<file path="src/hw/rtl/assert_macros.svh">
// assertion macros shared by the rtl files
// no dependencies; included where concurrent checks are written
`ifndef ASSERT_MACROS_SVH
`define ASSERT_MACROS_SVH

// property must hold at every clock edge outside reset
`define ASSERT_PROP(lbl, clk_s, rst_s, prop) \
  lbl: assert property (@(posedge clk_s) disable iff (rst_s) (prop)) \
    else $error("assertion failed");

// expression must never be true outside reset
`define ASSERT_NEVER(lbl, clk_s, rst_s, expr) \
  lbl: assert property (@(posedge clk_s) disable iff (rst_s) !(expr)) \
    else $error("forbidden condition seen");

`endif

</file>
<file path="src/hw/rtl/tmg_pkg.sv">
// shared types and constants of the trackpad mouse gesture core
// no dependencies; imported by every module of the block
`timescale 1ns / 1ps

package tmg_pkg;

  // result slots in emission order; each queued command enables a subset
  localparam int NUM_SLOTS     = 7;
  localparam int SLOT_MOVE     = 0;  // pad motion report
  localparam int SLOT_RIGHT_ON = 1;  // right press after long hold
  localparam int SLOT_HAPTIC   = 2;  // haptic pulse
  localparam int SLOT_BTN_B    = 3;  // right release or left press of a click
  localparam int SLOT_LEFT_OFF = 4;  // left release of a click
  localparam int SLOT_PADDLE1  = 5;
  localparam int SLOT_PADDLE2  = 6;

  localparam int SLOT_W = $clog2(NUM_SLOTS);

  localparam logic [1:0] BTN_LEFT  = 2'b01;
  localparam logic [1:0] BTN_RIGHT = 2'b10;

  localparam logic       KIND_MOUSE  = 1'b0;
  localparam logic       KIND_HAPTIC = 1'b1;

  localparam int QUEUE_DEPTH_DEF = 2;

  localparam logic        TRACKING_ENABLED_RST = 1'b1;
  localparam logic        FIRMWARE_MOUSE_RST   = 1'b0;
  localparam logic        PADDLES_ENABLED_RST  = 1'b1;
  localparam logic [4:0]  MOVE_GAIN_RST        = 5'd1;
  localparam logic [15:0] HOLD_MS_RST          = 16'd500;
  localparam logic [15:0] AREA_MIN_RST         = 16'd16;

  localparam int CFG_INDEX_W = 3;
  localparam int CFG_DATA_W  = 16;

  typedef enum logic [CFG_INDEX_W-1:0] {
    CFG_TRACKING_ENABLED = 3'd0,
    CFG_FIRMWARE_MOUSE   = 3'd1,
    CFG_PADDLES_ENABLED  = 3'd2,
    CFG_MOVE_GAIN        = 3'd3,
    CFG_HOLD_MS          = 3'd4,
    CFG_AREA_MIN         = 3'd5
  } cfg_reg_t;

  typedef struct packed {
    logic               track_valid;
    logic               pad_touch;
    logic signed [15:0] pad_x;
    logic signed [15:0] pad_y;
    logic               click_valid;
    logic               other_touch;
    logic               other_hard_click;
    logic        [15:0] other_area;
    logic               paddle_one;
    logic               paddle_two;
    logic        [31:0] now_ms;
  } rpt_t;

  typedef struct packed {
    logic               kind;
    logic signed [15:0] move_x;
    logic signed [15:0] move_y;
    logic               left_down;
    logic               right_down;
    logic               last;
  } evt_t;

  // one classified report: enabled slots, motion, button state per slot
  typedef struct packed {
    logic [NUM_SLOTS-1:0]      mask;
    logic [15:0]               move_x;
    logic [15:0]               move_y;
    logic [NUM_SLOTS-1:0][1:0] btn;
  } cmd_t;

endpackage

</file>
<file path="src/hw/rtl/tmg_front.sv">
// front end: config registers, gesture state, report classification
// depends on tmg_pkg; feeds tmg_queue with at most one command per report
`timescale 1ns / 1ps

module tmg_front import tmg_pkg::*; (
  input  logic                   clk,
  input  logic                   rst,
  input  logic                   cfg_valid,
  output logic                   cfg_ready,
  input  logic [CFG_INDEX_W-1:0] cfg_index,
  input  logic [CFG_DATA_W-1:0]  cfg_data,
  input  logic                   rpt_valid,
  output logic                   rpt_ready,
  input  rpt_t                   rpt,
  input  logic                   q_full,
  output logic                   q_push,
  output cmd_t                   q_cmd
);

  logic        tracking_enabled;
  logic        firmware_mouse;
  logic        paddles_enabled;
  logic [4:0]  move_gain;
  logic [15:0] hold_ms;
  logic [15:0] area_min;

  logic               was_touching;
  logic signed [15:0] last_x;
  logic signed [15:0] last_y;
  logic               press_active;
  logic               right_held;
  logic [31:0]        press_start;
  logic               prev_paddle_one;
  logic               prev_paddle_two;
  logic [1:0]         buttons;

  logic        accept;
  logic        trk_active;
  logic        pos_moved;
  logic [15:0] dx;
  logic [15:0] dy;
  logic [20:0] prod_x;
  logic [20:0] prod_y;
  logic        pressed;
  logic [31:0] elapsed;
  logic        hold_evt;
  logic        rel_evt;
  logic        click_evt;
  logic        p1_evt;
  logic        p2_evt;
  logic [1:0]  b_a, b_b, b_c, b_d, b_e;

  assign cfg_ready = 1'b1;
  assign rpt_ready = !q_full;
  assign accept    = rpt_valid && rpt_ready;

  always_comb begin
    trk_active = !firmware_mouse && rpt.track_valid && tracking_enabled;
    pos_moved  = (rpt.pad_x != last_x) || (rpt.pad_y != last_y);
    dx         = rpt.pad_x - last_x;
    dy         = last_y - rpt.pad_y;
    prod_x     = {5'b0, dx} * {16'b0, move_gain};
    prod_y     = {5'b0, dy} * {16'b0, move_gain};

    pressed   = rpt.click_valid && rpt.other_touch && rpt.other_hard_click &&
                (rpt.other_area >= area_min);
    elapsed   = rpt.now_ms - press_start;
    hold_evt  = pressed && press_active && !right_held && (elapsed >= {16'b0, hold_ms});
    rel_evt   = !pressed && press_active;
    click_evt = rel_evt && !right_held;

    // button state walks through the slots in emission order
    b_a = hold_evt ? (buttons | BTN_RIGHT) : buttons;
    if (rel_evt) begin
      b_b = right_held ? (b_a & ~BTN_RIGHT) : (b_a | BTN_LEFT);
    end else begin
      b_b = b_a;
    end
    b_c = click_evt ? (b_b & ~BTN_LEFT) : b_b;
    p1_evt = paddles_enabled && (rpt.paddle_one != prev_paddle_one);
    b_d = p1_evt ? {b_c[1], rpt.paddle_one} : b_c;
    p2_evt = paddles_enabled && (rpt.paddle_two != prev_paddle_two);
    b_e = p2_evt ? {rpt.paddle_two, b_d[0]} : b_d;

    q_cmd = '0;
    q_cmd.mask[SLOT_MOVE]     = trk_active && rpt.pad_touch && was_touching && pos_moved;
    q_cmd.mask[SLOT_RIGHT_ON] = b_a != buttons;
    q_cmd.mask[SLOT_HAPTIC]   = hold_evt || click_evt;
    q_cmd.mask[SLOT_BTN_B]    = b_b != b_a;
    q_cmd.mask[SLOT_LEFT_OFF] = b_c != b_b;
    q_cmd.mask[SLOT_PADDLE1]  = b_d != b_c;
    q_cmd.mask[SLOT_PADDLE2]  = b_e != b_d;
    q_cmd.move_x              = prod_x[15:0];
    q_cmd.move_y              = prod_y[15:0];
    q_cmd.btn[SLOT_MOVE]      = buttons;
    q_cmd.btn[SLOT_RIGHT_ON]  = b_a;
    q_cmd.btn[SLOT_BTN_B]     = b_b;
    q_cmd.btn[SLOT_LEFT_OFF]  = b_c;
    q_cmd.btn[SLOT_PADDLE1]   = b_d;
    q_cmd.btn[SLOT_PADDLE2]   = b_e;

    q_push = accept && (|q_cmd.mask);
  end

  always_ff @(posedge clk) begin
    if (rst) begin
      tracking_enabled <= TRACKING_ENABLED_RST;
      firmware_mouse   <= FIRMWARE_MOUSE_RST;
      paddles_enabled  <= PADDLES_ENABLED_RST;
      move_gain        <= MOVE_GAIN_RST;
      hold_ms          <= HOLD_MS_RST;
      area_min         <= AREA_MIN_RST;
    end else if (cfg_valid && cfg_ready) begin
      case (cfg_reg_t'(cfg_index))
        CFG_TRACKING_ENABLED: tracking_enabled <= cfg_data[0];
        CFG_FIRMWARE_MOUSE:   firmware_mouse   <= cfg_data[0];
        CFG_PADDLES_ENABLED:  paddles_enabled  <= cfg_data[0];
        CFG_MOVE_GAIN:        move_gain        <= cfg_data[4:0];
        CFG_HOLD_MS:          hold_ms          <= cfg_data;
        CFG_AREA_MIN:         area_min         <= cfg_data;
        default: ;
      endcase
    end
  end

  always_ff @(posedge clk) begin
    if (rst) begin
      was_touching    <= 1'b0;
      last_x          <= '0;
      last_y          <= '0;
      press_active    <= 1'b0;
      right_held      <= 1'b0;
      press_start     <= '0;
      prev_paddle_one <= 1'b0;
      prev_paddle_two <= 1'b0;
      buttons         <= '0;
    end else if (accept) begin
      if (trk_active) begin
        was_touching <= rpt.pad_touch;
        if (rpt.pad_touch) begin
          last_x <= rpt.pad_x;
          last_y <= rpt.pad_y;
        end
      end
      if (pressed && !press_active) begin
        press_active <= 1'b1;
        press_start  <= rpt.now_ms;
        right_held   <= 1'b0;
      end else if (hold_evt) begin
        right_held <= 1'b1;
      end else if (rel_evt) begin
        press_active <= 1'b0;
        right_held   <= 1'b0;
        press_start  <= '0;
      end
      if (p1_evt) prev_paddle_one <= rpt.paddle_one;
      if (p2_evt) prev_paddle_two <= rpt.paddle_two;
      buttons <= b_e;
    end
  end

endmodule

</file>
<file path="src/hw/rtl/tmg_queue.sv">
// short command queue between front and back ends
// depends on tmg_pkg for cmd_t and assert_macros.svh for checks
`timescale 1ns / 1ps
`include "assert_macros.svh"

module tmg_queue import tmg_pkg::*; #(
  parameter int DEPTH = QUEUE_DEPTH_DEF
) (
  input  logic clk,
  input  logic rst,
  input  logic push,
  input  cmd_t push_cmd,
  output logic full,
  input  logic pop,
  output logic head_valid,
  output cmd_t head
);

  localparam int PTR_W = (DEPTH > 1) ? $clog2(DEPTH) : 1;
  localparam int CNT_W = $clog2(DEPTH + 1);

  cmd_t             slots [DEPTH];
  logic [PTR_W-1:0] wptr;
  logic [PTR_W-1:0] rptr;
  logic [CNT_W-1:0] count;

  assign full       = count == CNT_W'(DEPTH);
  assign head_valid = count != '0;
  assign head       = slots[rptr];

  always_ff @(posedge clk) begin
    if (push) slots[wptr] <= push_cmd;
  end

  always_ff @(posedge clk) begin
    if (rst) begin
      wptr  <= '0;
      rptr  <= '0;
      count <= '0;
    end else begin
      if (push) wptr <= (wptr == PTR_W'(DEPTH - 1)) ? '0 : wptr + 1'b1;
      if (pop)  rptr <= (rptr == PTR_W'(DEPTH - 1)) ? '0 : rptr + 1'b1;
      case ({push, pop})
        2'b10:   count <= count + 1'b1;
        2'b01:   count <= count - 1'b1;
        default: count <= count;
      endcase
    end
  end

  `ASSERT_NEVER(a_no_push_full, clk, rst, push && full)
  `ASSERT_NEVER(a_no_pop_empty, clk, rst, pop && !head_valid)

endmodule

</file>
<file path="src/hw/rtl/tmg_back.sv">
// back end: walks the enabled slots of the head command, one result a beat
// depends on tmg_pkg and assert_macros.svh
`timescale 1ns / 1ps
`include "assert_macros.svh"

module tmg_back import tmg_pkg::*; (
  input  logic clk,
  input  logic rst,
  input  logic head_valid,
  input  cmd_t head,
  output logic pop,
  output logic evt_valid,
  input  logic evt_ready,
  output evt_t evt
);

  logic [NUM_SLOTS-1:0] done;
  logic [NUM_SLOTS-1:0] rem;
  logic [NUM_SLOTS-1:0] pick;
  logic [SLOT_W-1:0]    pick_idx;
  logic                 pick_last;
  logic                 load;
  evt_t                 evt_next;

  always_comb begin
    rem       = head.mask & ~done;
    pick      = rem & (~rem + 1'b1);
    pick_last = (rem & ~pick) == '0;
    pick_idx  = '0;
    for (int i = 0; i < NUM_SLOTS; i++) begin
      if (pick[i]) pick_idx = SLOT_W'(i);
    end

    evt_next            = '0;
    evt_next.kind       = (int'(pick_idx) == SLOT_HAPTIC) ? KIND_HAPTIC : KIND_MOUSE;
    if (int'(pick_idx) == SLOT_MOVE) begin
      evt_next.move_x = head.move_x;
      evt_next.move_y = head.move_y;
    end
    if (int'(pick_idx) != SLOT_HAPTIC) begin
      evt_next.left_down  = head.btn[pick_idx][0];
      evt_next.right_down = head.btn[pick_idx][1];
    end
    evt_next.last       = pick_last;
  end

  assign load = head_valid && (!evt_valid || evt_ready);
  assign pop  = load && pick_last;

  always_ff @(posedge clk) begin
    if (rst) begin
      done      <= '0;
      evt_valid <= 1'b0;
    end else begin
      if (load) begin
        evt_valid <= 1'b1;
        done      <= pick_last ? '0 : (done | pick);
      end else if (evt_ready) begin
        evt_valid <= 1'b0;
      end
    end
  end

  always_ff @(posedge clk) begin
    if (load) evt <= evt_next;
  end

  `ASSERT_PROP(a_head_has_work, clk, rst, head_valid |-> (rem != '0))
  `ASSERT_PROP(a_pop_clears_done, clk, rst, pop |=> (done == '0))
  `ASSERT_PROP(a_done_within_mask, clk, rst, head_valid |-> ((done & ~head.mask) == '0))

endmodule

</file>
<file path="src/hw/rtl/trackpad_mouse_gesture_core.sv">
// top level of the trackpad mouse gesture core
// depends on tmg_pkg, tmg_front, tmg_queue and tmg_back
`timescale 1ns / 1ps

// channel | signals                                   | beat moves
// --------+-------------------------------------------+---------------------------
// cfg     | cfg_valid cfg_ready cfg_index cfg_data    | one register write
// rpt     | rpt_valid rpt_ready rpt                   | one decoded controller report
// evt     | evt_valid evt_ready evt                   | one mouse report or haptic pulse
//
// a report is taken whenever the command queue has room; the front end
// updates all gesture state in the cycle that it takes the report and
// queues the results it causes. the back end sends one result per cycle
// while the output is ready, so a report with n results (at most six) holds
// the output until all n are sent; the output register is the pacing point.
// the first result is held in a queue slot, then in the output register.
// synchronous reset clears queue, state and config to defaults.
// a stalled output only blocks reports once the queue has filled.

module trackpad_mouse_gesture_core import tmg_pkg::*; #(
  parameter int QUEUE_DEPTH = QUEUE_DEPTH_DEF
) (
  input  logic                   clk,
  input  logic                   rst,
  input  logic                   cfg_valid,
  output logic                   cfg_ready,
  input  logic [CFG_INDEX_W-1:0] cfg_index,
  input  logic [CFG_DATA_W-1:0]  cfg_data,
  input  logic                   rpt_valid,
  output logic                   rpt_ready,
  input  rpt_t                   rpt,
  output logic                   evt_valid,
  input  logic                   evt_ready,
  output evt_t                   evt
);

  // front to queue
  logic q_push;
  cmd_t q_cmd;
  logic q_full;
  // queue to back
  logic q_pop;
  logic q_valid;
  cmd_t q_head;

  // classification and gesture state
  tmg_front u_front (
    .clk       (clk),
    .rst       (rst),
    .cfg_valid (cfg_valid),
    .cfg_ready (cfg_ready),
    .cfg_index (cfg_index),
    .cfg_data  (cfg_data),
    .rpt_valid (rpt_valid),
    .rpt_ready (rpt_ready),
    .rpt       (rpt),
    .q_full    (q_full),
    .q_push    (q_push),
    .q_cmd     (q_cmd)
  );

  // decouples report intake from result delivery
  tmg_queue #(
    .DEPTH (QUEUE_DEPTH)
  ) u_queue (
    .clk        (clk),
    .rst        (rst),
    .push       (q_push),
    .push_cmd   (q_cmd),
    .full       (q_full),
    .pop        (q_pop),
    .head_valid (q_valid),
    .head       (q_head)
  );

  // serializes enabled result slots onto the output
  tmg_back u_back (
    .clk        (clk),
    .rst        (rst),
    .head_valid (q_valid),
    .head       (q_head),
    .pop        (q_pop),
    .evt_valid  (evt_valid),
    .evt_ready  (evt_ready),
    .evt        (evt)
  );

endmodule
</file>
<file path="config.mk">
export PLATFORM = sky130hd
export DESIGN_NAME = trackpad_mouse_gesture_core
export DESIGN_NICKNAME = d
export VERILOG_FILES = /design/src/hw/rtl/tmg_pkg.sv /design/src/hw/rtl/tmg_front.sv /design/src/hw/rtl/tmg_queue.sv /design/src/hw/rtl/tmg_back.sv /design/src/hw/rtl/trackpad_mouse_gesture_core.sv
export VERILOG_INCLUDE_DIRS = /design/src /design/src/hw/rtl
export SDC_FILE = /design/constraint.sdc
export NUM_CORES = 1
export LEC_CHECK = 0
export ABC_AREA = 1
export BUFFER_PORTS_ARGS = -buffer_cell sky130_fd_sc_hd__buf_4
export CORE_UTILIZATION = 55
export DETAILED_ROUTE_END_ITERATION = 7
export PLACE_DENSITY = 0.86
export SYNTH_ARGS = -nofsm -noshare
export SYNTH_HDL_FRONTEND = slang
export SYNTH_HIERARCHICAL = 1
export SYNTH_SLANG_ARGS = --single-unit
</file>
<file path="constraint.sdc">
create_clock -name clk -period 10.39 [get_ports clk]
set_input_delay 1.039 -clock clk [delete_from_list [all_inputs] [get_ports clk]]
set_output_delay 1.039 -clock clk [all_outputs]
set_load 0.005 [all_outputs]
</file>
Word-level counts from Yosys, hierarchy flattened
Memory sizes are Yosys's and may differ from the RTL's. A register that Yosys moved wholly into a read port is not among the register bits.
Cells that the tools add are included.
Widths: inputs -> output; s select.
{"block": "op_classes", "mux": 33, "reduce_logical": 50, "n_mul": 2, "addsub": 8, "eq_ne": 20, "n_lt_le_gt_ge": 3, "bitwise_logic": 7}
{"op": "$mux 32", "n": 3}
{"op": "$ge 32x16->1", "n": 1}
{"op": "$mul 16x5->16", "n": 2}
{"op": "$ne 16x16->1", "n": 2}
{"op": "$sub 16x16->16", "n": 2}
{"op": "$sub 32x32->32", "n": 1}
{"op": "$and 7x7->7", "n": 3}
{"op": "$not 7->7", "n": 3}
{"op": "$logic_and 1x1->1", "n": 20}
{"op": "$reduce_and 2->1", "n": 10}
{"op": "$mux 1", "n": 17}
{"op": "$ge 16x16->1", "n": 1}
{"op": "$mux 2", "n": 7}
{"op": "$ne 2x2->1", "n": 5}
{"op": "$eq 3x3->1 const B", "n": 3}
{"op": "$mux 3", "n": 3}
{"op": "$reduce_bool 2->1", "n": 4}
{"op": "$add 7x1->7 const B", "n": 1}
{"op": "$logic_not 7->1", "n": 1}
{"op": "$mux 7", "n": 1}
{"op": "$or 7x7->7", "n": 1}
{"op": "$reduce_or 7->1", "n": 1}
{"op": "$bmux 2 s3", "n": 1}
{"op": "$eq 3x2->1 const B", "n": 2}
{"op": "other kinds (16)", "n": 28}
{"block": "totals", "reg_bits": 159, "out_inout_bits": 39, "ramBits": 102, "wordCells": 150, "n_memories": 1}
{"memory": "u_queue.slots", "words": 2, "width": 51, "rd": 1, "rd_clocked_by_memory_dff": 1, "write_ports": 1, "line_no": "tmg_queue.sv:22", "source": "cmd_t slots [DEPTH];"}

Longest topological paths before layout
{"block": "depth", "depth_word": 17, "ltp_mapped": 35}

Cells and area by module
Netlist, hierarchy kept.
{"mod": "tmg_front", "cells_each": 1910, "area_per_inst_um2": 12434.4, "instances": 1, "seq_area_each_um2": 2222.1}
{"mod": "tmg_queue", "cells_each": 198, "area_per_inst_um2": 4304.1, "instances": 1, "seq_area_each_um2": 3283.1}
{"mod": "tmg_back", "cells_each": 228, "area_per_inst_um2": 2160.8, "instances": 1, "seq_area_each_um2": 1241.2}

Least setup slack after synthesis
No wires, ideal clock.
{"block": "synth_path", "kind": "input-to-reg", "startpoint": "input port rpt[0] in the netlist's numbering", "endpoint": "memory u_queue/slots[0][0] in the netlist's numbering, enable pin", "path_slack_ps": 4025, "t_arrival_ps": 5901, "cell_stages": 25, "path_cell_list": "inv_1 > ha_1 > fa_1 > inv_1 > nand2_1 > nand3_1 > nand2_1 > nand2_2 > xor2_1 > ha_1 > nand2_1 > nor2_1 > a211oi_1 > nand3_1 > nor2_1 > nand2_1 > nor2_1 > nand2_2 > nand2_4 > nand2_2 > o211ai_1 > nand2_1 > a21oi_1 > inv_1 > nor2_1"}
{"item": "from (decl)", "line_no": "trackpad_mouse_gesture_core.sv:31", "source": "input rpt_t rpt,"}
{"item": "to (decl)", "line_no": "tmg_queue.sv:22"}

Worst setup path in the final report
{"block": "layout_path", "startpoint": "input port rpt[69] in the netlist's numbering", "endpoint": "memory u_queue/slots[1][43] in the netlist's numbering (data pin)"}
{"block": "layout_via", "elab_chain_len": 2}
{"item": "$sub 16x16->16", "line_no": "tmg_front.sv:60", "source": "dx = rpt.pad_x - last_x;"}
{"item": "$mul 16x5->16", "line_no": "tmg_front.sv:62", "source": "prod_x = {5'b0, dx} * {16'b0, move_gain};"}
Every way passes these cells.

==> results.md <==
- The flow ran to the end, and the final reports show no timing, DRC or antenna violations.
- Of the available clock period, the critical path in the final layout requires 0.547.
- The number of hold buffers added after CTS was 0.
- The detailed router finished its first iteration with 1004 violations.
- The overall track demand over capacity in global routing is 0.235.
- Timing analysis after detailed placement gives a worst setup slack of 4330 ps.
- The share of post-route cells with drive strength above 1 is 0.126.
- Once layout is complete, the utilization of the core stands at 0.631.
- Among all flip-flop cells after synthesis, the most frequent one is sky130_fd_sc_hd__edfxtp_1.
- The first-pass detailed-route iteration total is 6.
- Clock latency on the worst-skew pair, taken at its later pin, is 560 ps.
- The final setup slack of the worst path is 4710 ps.
- Data on the critical path arrives at its endpoint at 5970 ps.
- The total number of yosys warnings is 6.
- The overall overflow remaining after global route is 0.
- The count of buffers from port buffering is 148.
- The CTS tree is yes.
- The library cells used most frequently in the layout, excluding fill and tap cells, are sky130_fd_sc_hd__nand2_1, sky130_fd_sc_hd__inv_1, sky130_fd_sc_hd__nor2_1.
- The number of cells traversed by the worst hold path is 2.
- Once detailed placement completed, the half-perimeter wirelength came to 32300 um.
- The post-cts repair resize count is 0.
- Setup repair after global routing left no endpoint under its margin.
- The path class of the tightest hold or removal check is reg -> reg.
- The routability-driven placement congestion ratio is 0.942.
- For this run, asynchronously set or reset flops after synthesis account for 0.
- After detailed routing, the total wire length is 41500 um.
- The first global-routing pass estimated 68900 um of wire.
- Counting the fill cells in the layout gives 2852.
- The synthesis-to-layout area growth is 12.6%.
- For the pin with the worst max-slew slack, the measured transition is 956 ps.
- The largest net degree at the start of global routing is 70.
- The number of vias after detailed routing is 15300.
- The number of clock sinks seen by CTS is 266.
- For this run, the post-layout net count is 2784.
- The count of flip-flops with a built-in enable after synthesis is 142.
- The leading cell type in the layout, fill and taps excluded is sky130_fd_sc_hd__nand2_1.
- From bottom edge to top edge, the die measures 187 um.
- Of the synthesized area, sequential elements account for 0.357.
- The instance count of the mapped netlist is 2336.
- Synthesis inferred 266 register bits.
- The final clock skew is 9.11 ps.
- The final antenna diode count is 0.
- The max-slew violation count is 0.
- Across the run, the number of max-cap violations was 0.
- The required arrival time at the worst endpoint is 10670 ps.
- After synthesis the cells add up to 18900 um^2.
- The largest driver fanout on the critical path is 4.
- Based on the critical path, the design can be clocked at up to 0.176 GHz.
- TritonCTS created 30 clock buffers.
- The max-slew headroom at the worst pin is 0.362.
- The number of antenna violations at the first check in global routing is 0.
- The post-CTS repair timing setup buffer count is 0.
- By area the synthesized netlist is led by sky130_fd_sc_hd__edfxtp_1, sky130_fd_sc_hd__dfxtp_1, sky130_fd_sc_hd__nand2_1.
- The worst setup path is launched from an input pin.
- The worst voltage drop across the vdd grid is 109 uV.
- The kind of capture point of the worst setup path is a register.
- The standard-cell row count is 67.
- Clock-pin slew was measured on the worst setup and hold paths at 60 ps.
- The clock root buffer is sky130_fd_sc_hd__clkbuf_16.
- The number of endpoints with negative hold slack in the final report is 0.
- The worst setup path is of the in -> reg kind.
- The number of buffers between clock root and the deepest sink is 3.
- The post-route antenna net violation count is 0.
- The area enclosed by the die boundary is 35100 um^2.
- Setup violations remaining at the end of the flow were counted as 0.
- Summing internal, switching and leakage power gives 0.00328 W.
- After detailed routing, the number of remaining DRC violations is 0.
- The effective utilization at floorplan is 0.561.
- The wire length per cell after detailed routing is 14.1 um.
- Summed over all failing endpoints, the final setup total negative slack is 0 ps.
- Measured along the x axis, the die boundary spans 187 um.
- The share of the synthesized area in the top cell type is 0.226.
- In this run the number of H-tree levels came out at 1.
- The number of different library cells used by synthesis comes to 56.
- The mean instance size in the synthesized netlist is 8.09 um^2.
- The routed design could run at a clock period as short as 5680 ps.
- Pin placement for this block handled 150 I/O pins.
- The cell taking the most area after synthesis is sky130_fd_sc_hd__edfxtp_1.
- The number of vias per cell after detailed routing is 5.22.
- The worst register-to-register path has a depth of 21.
- The leakage power of the design is 10.2 nW.
- The via count of the first global-routing pass is 14600.
- The placeable core region is 33700 um^2.
- The total power per unit cell area is 154 nW/um^2.
[synth_stat cells, types with 7 or more instances]
library cell                 n
sky130_fd_sc_hd__a21oi_1   196
sky130_fd_sc_hd__buf_4       7
sky130_fd_sc_hd__clkbuf_1   36
sky130_fd_sc_hd__dfxtp_1   124
sky130_fd_sc_hd__edfxtp_1  142
sky130_fd_sc_hd__fa_1       73
sky130_fd_sc_hd__ha_1      133
sky130_fd_sc_hd__inv_1     428
sky130_fd_sc_hd__mux2_4     50
sky130_fd_sc_hd__nand2_1   539
sky130_fd_sc_hd__nand2_2     8
sky130_fd_sc_hd__nand3_1    80
sky130_fd_sc_hd__nand3b_1   13
sky130_fd_sc_hd__nand4_1    18
sky130_fd_sc_hd__nor2_1    202
sky130_fd_sc_hd__nor2_2     18
sky130_fd_sc_hd__nor3_1     11
sky130_fd_sc_hd__o211ai_1   11
sky130_fd_sc_hd__o21ai_0    99
sky130_fd_sc_hd__or2_2       8
sky130_fd_sc_hd__xnor2_1    11
sky130_fd_sc_hd__xor2_1     48
[metal layers]
layer	up-vias	track usage	wire length (um)
met4	0	0.0763	1100
met2	489	0.385	18900
met5	-	0	0
met3	76	0.0373	2810
met1	7070	0.317	18700
li1	7706	-	-
[layout make-up]
| cell class | count | area (um^2) | share of cell area |
|---|---|---|---|
| timing repair buffer | 154 | 1160 | 0.0543 |
| inverter | 435 | 1640 | 0.0769 |
| tap | 448 | 561 | 0.0263 |
| sequential | 266 | 6750 | 0.317 |
| clock inverter | 21 | 191 | 0.00900 |
| multi-input combinational | 1580 | 10200 | 0.477 |
| clock buffer | 35 | 833 | 0.0392 |
[stage by stage]
step | hold slack (ps) | std cells | instance area, um^2
after detailed placement | 453 | 2883 | 20300
after CTS | 462 | 2939 | 21300
after floorplan | 433 | 2337 | 18900
after global routing | 478 | 2939 | 21300
final | 460 | 2939 | 21300
after global placement | 444 | 2883 | 20300
[cell families after synthesis]
group | count (synthesis) | share of synthesized area
buffers and inverters | 491 | 0.106
multiplexers | 53 | 0.0415
flip-flops | 266 | 0.357
AO/OA/AOI/OAI | 341 | 0.0973
adder cells (fa/ha/maj) | 206 | 0.165
other | 2 | 0.000397
AND/OR/NAND/NOR | 918 | 0.205
XOR/XNOR | 59 | 0.0273
[path summary, 6_finish.rpt]
| check | endpoint | start | slack (ps) |
|---|---|---|---|
| max | u_queue/slots[1][43] | rpt[69] | 4710 |
| max reg2reg | u_queue/slots[1][43] | u_front/last_x[0] | 5030 |
| min | u_front/press_start[10] | u_front/press_start[10] | 460 |
| min reg2reg | u_front/press_start[10] | u_front/press_start[10] | 460 |
[sequential cells by signal, indices dropped and copies added (netlist names), 2 cells and up, named ones only]
name,flops
u_front/area_min,16
u_front/hold_ms,16
u_front/last_y,16
u_front/move_gain,5
u_back/evt,36
u_front/last_x,16
u_back/done,7
u_front/buttons,2
u_queue/slots,106
u_queue/count,2
u_front/press_start,32
[worst max-delay path, cell delays in order]
cell and delay [ps]:
sky130_fd_sc_hd__buf_4 120, sky130_fd_sc_hd__inv_1 60, sky130_fd_sc_hd__ha_1 140, sky130_fd_sc_hd__inv_1 60, sky130_fd_sc_hd__fa_1 380, sky130_fd_sc_hd__nand2_1 110
sky130_fd_sc_hd__a21oi_2 90, sky130_fd_sc_hd__xor2_1 250, sky130_fd_sc_hd__inv_1 130, sky130_fd_sc_hd__nor2_1 160, sky130_fd_sc_hd__fa_1 480, sky130_fd_sc_hd__fa_1 550
sky130_fd_sc_hd__fa_1 510, sky130_fd_sc_hd__ha_1 380, sky130_fd_sc_hd__nand2_1 60, sky130_fd_sc_hd__o21ai_0 370, sky130_fd_sc_hd__a21oi_1 110, sky130_fd_sc_hd__o21ai_0 280
sky130_fd_sc_hd__a21oi_1 130, sky130_fd_sc_hd__inv_1 70, sky130_fd_sc_hd__a21oi_1 80, sky130_fd_sc_hd__o21ai_0 270, sky130_fd_sc_hd__xor2_1 140
[power breakdown]
part | internal (W) | switching (W)
Clock | 0.000646 | 0.000431
Combinational | 0.000355 | 0.000539
Sequential | 0.00127 | 0.0000345
Total | 0.00227 | 0.00100
No activity file was read; power rests on OpenSTA's default activity.
